File: src/hdl/pscnt_pkg.sv
`default_nettype none
package pscnt_pkg;

	localparam int FIRST_DEPTH_DEF  = 1024;
	localparam int SECOND_DEPTH_DEF = 1024;
	localparam int TABLE_SLOTS_DEF  = 2048;

	localparam int LEN_W     = 11;
	localparam int CNT_W     = 11;
	localparam int PAIR_W    = 21;
	localparam int KEY_W     = 32;
	localparam int IDX_W     = 10;
	localparam int CFG_IDX_W = 1;

	localparam logic [CFG_IDX_W-1:0] CFG_FIRST_LEN  = 1'b0;
	localparam logic [CFG_IDX_W-1:0] CFG_SECOND_LEN = 1'b1;

	localparam logic [CNT_W-1:0]  COUNT_MAX = '1;
	localparam logic [PAIR_W-1:0] PAIR_MAX  = '1;
	localparam logic [KEY_W-1:0]  HASH_MULT = 32'h9E37_79B1;

	typedef enum logic [1:0] {
		OP_LOAD_FIRST,
		OP_LOAD_SECOND,
		OP_ADD_DELTA,
		OP_COUNT
	} opcode_t;

	typedef struct packed {
		opcode_t            opcode;
		logic [IDX_W-1:0]   index;
		logic signed [31:0] value;
	} in_beat_t;

	typedef struct packed {
		logic [PAIR_W-1:0] pair_count;
		logic              status;
	} out_beat_t;

	// one table slot
	typedef struct packed {
		logic             valid;
		logic [CNT_W-1:0] count;
		logic [KEY_W-1:0] key;
	} tbl_word_t;

	typedef enum logic [3:0] {
		ST_CLEAR,
		ST_IDLE,
		ST_ADD_RD,
		ST_ADD_DAT,
		ST_ADD_UP,
		ST_CNT_RD,
		ST_CNT_DAT,
		ST_HASH_A,
		ST_HASH_B,
		ST_HASH_C,
		ST_PROBE_RD,
		ST_PROBE_CHK,
		ST_REM_RD,
		ST_REM_DAT,
		ST_REM_END,
		ST_FIN
	} state_t;

	// table operation in progress
	typedef enum logic [1:0] {
		SUB_UP,
		SUB_DOWN,
		SUB_OF,
		SUB_REM
	} sub_t;

endpackage
`default_nettype wire

File: src/hdl/pscnt_hash.sv
`default_nettype none
module pscnt_hash #(
	parameter int TABLE_SLOTS = 2048
) (
	input  wire logic                           clk,
	input  wire logic [31:0]                    key,
	output logic      [$clog2(TABLE_SLOTS)-1:0] slot
);
	import pscnt_pkg::*;

	localparam int SW = $clog2(TABLE_SLOTS);
	localparam int PW = KEY_W + SW;

	logic [KEY_W-1:0] prod_s1;
	logic [KEY_W-1:0] mix;
	logic [PW-1:0]    scaled;

	assign mix    = prod_s1 ^ (prod_s1 >> 16);
	// range reduction: high part of mix * slots
	assign scaled = PW'(mix) * PW'(TABLE_SLOTS);

	always_ff @(posedge clk) begin
		prod_s1 <= key * HASH_MULT;
		slot    <= scaled[PW-1:KEY_W];
	end
endmodule
`default_nettype wire

File: config.mk
export PLATFORM = sky130hd
export DESIGN_NAME = pscnt_hash
export DESIGN_NICKNAME = d
export VERILOG_FILES = /design/src/hdl/pscnt_pkg.sv /design/src/hdl/pscnt_hash.sv
export SDC_FILE = /design/constraint.sdc
export NUM_CORES = 1
export LEC_CHECK = 0
export ABC_AREA = 1
export BUFFER_PORTS_ARGS = -buffer_cell sky130_fd_sc_hd__clkbuf_2
export CORE_UTILIZATION = 50
export CTS_BUF_LIST = sky130_fd_sc_hd__clkbuf_4
export CTS_CLUSTER_DIAMETER = 120
export DETAILED_ROUTE_END_ITERATION = 16
export GPL_TIMING_DRIVEN = 0
export PLACE_DENSITY = 0.71
export REMOVE_ABC_BUFFERS = 1
export SLEW_MARGIN = 20
export SYNTH_ARGS = -nofsm -noshare
export SYNTH_HDL_FRONTEND = slang
export SYNTH_SLANG_ARGS = --single-unit
File: constraint.sdc
create_clock -name clk -period 7.1 [get_ports clk]
set_input_delay 2.13 -clock clk [delete_from_list [all_inputs] [get_ports clk]]
set_output_delay 2.13 -clock clk [all_outputs]
set_load 0.03 [all_outputs]
==> results.toml, run 1 <==
[sta]
worst_pin_slew_ns = 0.409
min_period_ns = 7.48
hold_viol_final = 0
timing.fmax_mhz = 134
slew_violations = 0
rsz0062_at_grt = "true"
maxSlewHeadroom_pct = 72.8
skew_ns = 0.000535
timing.final.crit_share_pct = 105
setup_viol = 11
layout_setup_ws_ns = -0.383
tns_ns = -2.94

[die]
row_count = 50
die_area_um2 = 19800
die_x_um = 141
coreArea_um2 = 18800
die_h_um = 141
start_util_pct = 51.3
top_level_ports = 44

[synthesis]
syn_avg_cell_area_um2 = 9.00
synth_top_area_share_pct = 42.2
synth_edf_count = 0
synth_cells = 1070
yosysWarnings = 0
yosys-top-cells-area = "fa_1, ha_1, inv_1"
synth_most_common_cell = "inv_1"
synth.distinct_cells = 31
synth_flop_cell = "dfxtp_1"
synth_common_cells = "inv_1, fa_1, ha_1"
ys_seq_area_share_pct = 4.57
syn-cell-area_um2 = 9630
synthArstFlopShare_pct = 0
ys_ff_latch = 22
yosysTopAreaCell = "fa_1"

[detailed_routing]
wirelength_mm = 22.9
drtPass1Iterations = 4
wl_per_cell_um = 16.6
vias = 6809
antenna_left = 0
drtIter0Drc = 232
route.detailed.drc = 0
routed_via_density = 4.93

[critical_path]
crit_start = "key[12]"
cp-end-kind = "flip-flop"
cp-endpoint = "prod_s1[29]"
worstPathMaxFanout = 7
path_class = "in -> reg"
arrival_ns = 7.72
reg2reg_from = "prod_s1[28]"
startpoint_type = "input port"
r2r_end = "slot[7]"
required_ns = 7.33
worst-r2r-cell-count = 0
r2r_setup_slack_ns = 6.69

[placement]
gp_congestion = 0.921
port_buffers = 43
placed_cell_area_um2 = 10100
post-dp-hpwl_mm = 19.5
place_ws_ns = -1.21

[clocking]
cts_sinks = 22
cts.path.max_buffers = 2
cts_root_buf = "clkbuf_4"
htree_num_levels = 1
clk_latency_ns = 0.29
hold_buffers = 0
cts_tree = "built"
path_clk_slew_ns = 0.11
numCtsBuffers = 3

[layout]
n_fill_cell = 1577
drive_gt1_share_pct = 17.6
area_delta_synth_final_pct = 16.3
n_antenna_cell = 0
finish.utilization_pct = 59.7
fin_nets = 1567
final_cell_area_um2 = 11200

[global_routing]
grt_max_degree = 14
grt_pass1_wl_mm = 37.3
grt_pass1_vias = 7603
grt_overflow = 0
grt.total_usage_pct = 24.8
grt_antenna_before_repair = 0

[run]
drv_cap = 0

[run_status]
status = "finished, violations left"
violations = "setup timing"

[hold_path]
hold_depth = 0
min_path_type = "reg -> reg"
==> cells in the final DEF, fill, tap and decap left out, drive strengths merged <==
cell,netlist,routed
nand2,121,121
nand3,24,24
nand4,5,5
buf,0,31
inv,395,392
o21a,1,1
xnor2,4,4
nor3,6,6
nor4,3,3
fa,203,203
clkinvlp,0,3
clkbuf,0,44
a21o,5,5
nand3b,6,6
a21oi,28,28
ha,184,184
xor2,11,11
dfxtp,22,22
bufinv,0,1
o21bai,2,2
o31ai,1,1
o21ai,17,17
nor2,27,27
a31oi,3,3
or2,1,1
o211a,1,1
==> how the worst min path moves through the flow <==
stage / slack, ns / end / from
after floorplan: 0.31 / slot[0] / prod_s1[21]
after global placement: 0.31 / slot[0] / prod_s1[21]
after detailed placement: 0.31 / slot[2] / prod_s1[23]
after CTS: 0.34 / slot[6] / prod_s1[27]
after global routing: 0.34 / slot[2] / prod_s1[23]
final: 0.34 / slot[6] / prod_s1[27]
==> state kept, by name (all words and copies together), names as in the netlist <==
| signal | cells |
|---|---|
| prod_s1 | 11 |
| slot | 11 |
==> cell type report <==
cell class                 count  area, um^2  area share, %
clock inverter                 1        30.0          0.268
timing repair buffer          72         693           6.19
multi-input combinational    653        8220           73.3
tap                          234         293           2.61
clock buffer                   3        22.5          0.201
sequential                    22         440           3.93
inverter                     395        1510           13.5
==> worst max-delay path: stages <==
cell and delay [ns]:
clkbuf_16 0.14, clkinvlp_4 0.12, buf_4 0.15, fa_1 0.47, inv_1 0.05, fa_2 0.35, inv_2 0.07, fa_1 0.42
fa_1 0.49, inv_1 0.05, fa_1 0.50, inv_1 0.05, fa_1 0.45, fa_1 0.48, fa_1 0.49, inv_1 0.06
ha_4 0.28, a21oi_4 0.17, o21ai_1 0.13, a31oi_2 0.23, nand3_4 0.12, a21oi_2 0.16, xor2_1 0.16
==> cells by family (layout without fill, tap and decap cells) <==
logic type      count (synthesis)  count (layout)  synth area share (%)
compound gates                 58              58                  3.49
xor+xnor                       15              15                  1.36
fa+ha+maj                     387             387                  66.1
buf+inv                       395             471                  15.4
flops                          22              22                  4.57
simple gates                  193             193                  9.07
==> metrics by stage <==
step,hold slack [ns],std cells
after global placement,0.310,1347
after CTS,0.339,1369
after global routing,0.344,1380
after detailed placement,0.312,1347
final,0.337,1380
after floorplan,0.310,1070
==> timing repair <==
item | in CTS | in global routing
resized for setup | 153 | 36
buffers inserted | 18 | 11
pin swaps | 63 | 40
endpoints found under the setup margin | 11 | 11
==> per-layer routing <==
metal  wire length [um]  vias to the layer above  GRT usage (%)
li1                   -                     3280              -
met1               9570                     3367           30.7
met2              12000                      117           46.4
met3                679                       45           1.66
met4                638                        0           6.64
met5                  0                        -              0
Power of run 1 is not shown: default switching activity piles up to over one toggle a cycle in this logic, so the estimate is an artifact.
==> run 2, diff against run 1 <==
Settings changed: CORE_UTILIZATION 50 to 30, PLACE_DENSITY 0.71 to 0.47, TNS_END_PERCENT set to 30.
==> run 2 against run 1 <==
Net effect:
- the run still ends with setup timing left
- die area increased by 66%
- via count decreased by 2.8%
- final cell count increased by 11%
- critical path type unchanged
- clock skew increased by 0.0046 ns
- count of clock-buffer cells in the layout unchanged
- critical endpoint is now prod_s1[27]
- critical path depth decreased by 2
- worst setup slack got worse by 0.027 ns
- hold slack got worse by 0.0049 ns
- first-iteration DRC count increased by 17%
==> results.toml, run 2 (synthesis results as in run 1) <==
[run_status]
status = "finished, violations left"
violations = "setup timing"

[detailed_routing]
wirelength_mm = 24.3
route.detailed.drc = 0
antenna_left = 0
routed_via_density = 4.30
drtPass1Iterations = 4
vias = 6615
wl_per_cell_um = 15.8
drtIter0Drc = 272

[global_routing]
grt_overflow = 0
grt.total_usage_pct = 15.7
grt_antenna_before_repair = 0
use_met1_pct = 20.3
grt_max_degree = 14
grt_pass1_wl_mm = 39.0
met2_usage_pct = 29.1
gr-usage-met3_pct = 1.01
gr-max-usage-layer = "met2"
grt_pass1_vias = 7321

[clocking]
numCtsBuffers = 3
cts_tree = "built"
cts.path.max_buffers = 2
hold_buffers = 0
path_clk_slew_ns = 0.12
cts_sinks = 22
cts_root_buf = "clkbuf_4"
htree_num_levels = 1
clk_latency_ns = 0.30

[sta]
timing.final.crit_share_pct = 106
rsz0062_at_grt = "true"
setup_viol = 11
layout_setup_ws_ns = -0.410
hold_viol_final = 0
skew_ns = 0.00518
min_period_ns = 7.51
maxSlewHeadroom_pct = 69.3
timing.fmax_mhz = 133
worst_pin_slew_ns = 0.461
slew_violations = 0
whs_ns = 0.332

[hold_path]
hold_start = "prod_s1[27]"
hold_depth = 0
min_path_type = "reg -> reg"
whs_endpoint = "slot[6]"

[critical_path]
max_stage_delay_ns = 0.55
startpoint_type = "input port"
worstPathMaxFanout = 7
slowest_stage = "fa_2"
r2r_end = "slot[0]"
arrival_ns = 7.74
worst-r2r-cell-count = 0
r2r_setup_slack_ns = 6.69
worst-path-buf-inv = 7
critPathTopFamily = "adder cells"
path_class = "in -> reg"
cp_num_cells = 21
cp_cell_sequence = "clkbuf_16 -> clkinvlp_4 -> fa_2 -> fa_1 -> inv_2 -> fa_1 -> fa_2 -> inv_1 -> fa_2 -> inv_1 -> fa_2 -> fa_1 -> inv_1 -> fa_1 -> inv_1 -> ha_4 -> nand2_2 -> nor4_2 -> nand4_1 -> nand3_1 -> xor2_1"
cp-end-kind = "flip-flop"
required_ns = 7.33
reg2reg_from = "prod_s1[21]"

[die]
row_count = 65
die_x_um = 181
coreArea_um2 = 31600
die_h_um = 181
die_area_um2 = 32800
top_level_ports = 44
start_util_pct = 30.5

[layout]
final_cell_mix = "inv_1, fa_1, ha_1"
drive_gt1_share_pct = 14.9
n_fill_cell = 3318
area_delta_synth_final_pct = 15.8
reg_top3 = "prod_s1 x11, slot x11"
n_antenna_cell = 0
mostFrequentLayoutCell = "inv_1"
fin_nets = 1557
regArea_um2 = 440
multi_input_area_um2 = 8090
fin_cells = 1538

[run]
drv_cap = 0

[placement]
place_ws_ns = -1.32
post-dp-hpwl_mm = 21.9
placed_cells = 1515
gp_congestion = 0.840
port_buffers = 43
## run 2: cell count changes in the layout (fill, tap and decap cells not counted), moves of 4 or more
cell | previous run | this run
inv_1 | 367 | 372
nand2_4 | 10 | 6
inv_4 | 6 | 1
fa_2 | 21 | 13
fa_1 | 182 | 190
buf_4 | 27 | 17
clkbuf_16 | 9 | 4
## run 2: how the worst max path moves through the flow
stage               startpoint  slack [ns]           to
global placement       key[17]       -1.29  prod_s1[31]
CTS                    key[14]       -0.49  prod_s1[31]
detailed placement     key[14]       -1.32  prod_s1[31]
floorplan              key[13]       -0.45  prod_s1[31]
global route           key[13]       -0.60  prod_s1[31]
finish                 key[13]       -0.41  prod_s1[27]
## run 2: area by class of cell
class,count,share of cell area [%]
sequential,22,3.95
clock buffer,3,0.202
multi-input combinational,653,72.5
tap,402,4.51
inverter,395,13.5
timing repair buffer,62,5.00
clock inverter,1,0.269
## run 2: what timing repair did
action | 4_1_cts | 5_1_grt
setup buffers | 10 | 9
gates resized for setup | 98 | 49
endpoints found under the setup margin | 11 | 11
pin swaps | 35 | 39
## run 2: metal layers
metal,wire length (um),part of all wire [%]
met4,290,1.2
met1,11100,46
met2,12400,51
met3,406,1.7
met5,0,0
## run 2: stage by stage
stage / TNS (ns) / util [%] / cell area (um^2)
after floorplan: -3.44 / - / 9630
after global placement: -12.23 / 32.8 / 10300
after detailed placement: -12.43 / 32.8 / 10300
after CTS: -3.94 / 34.6 / 10900
after global routing: -5.65 / 35.3 / 11200
final: -3.46 / 35.3 / 11200
Power of run 2 is left out for the same reason.
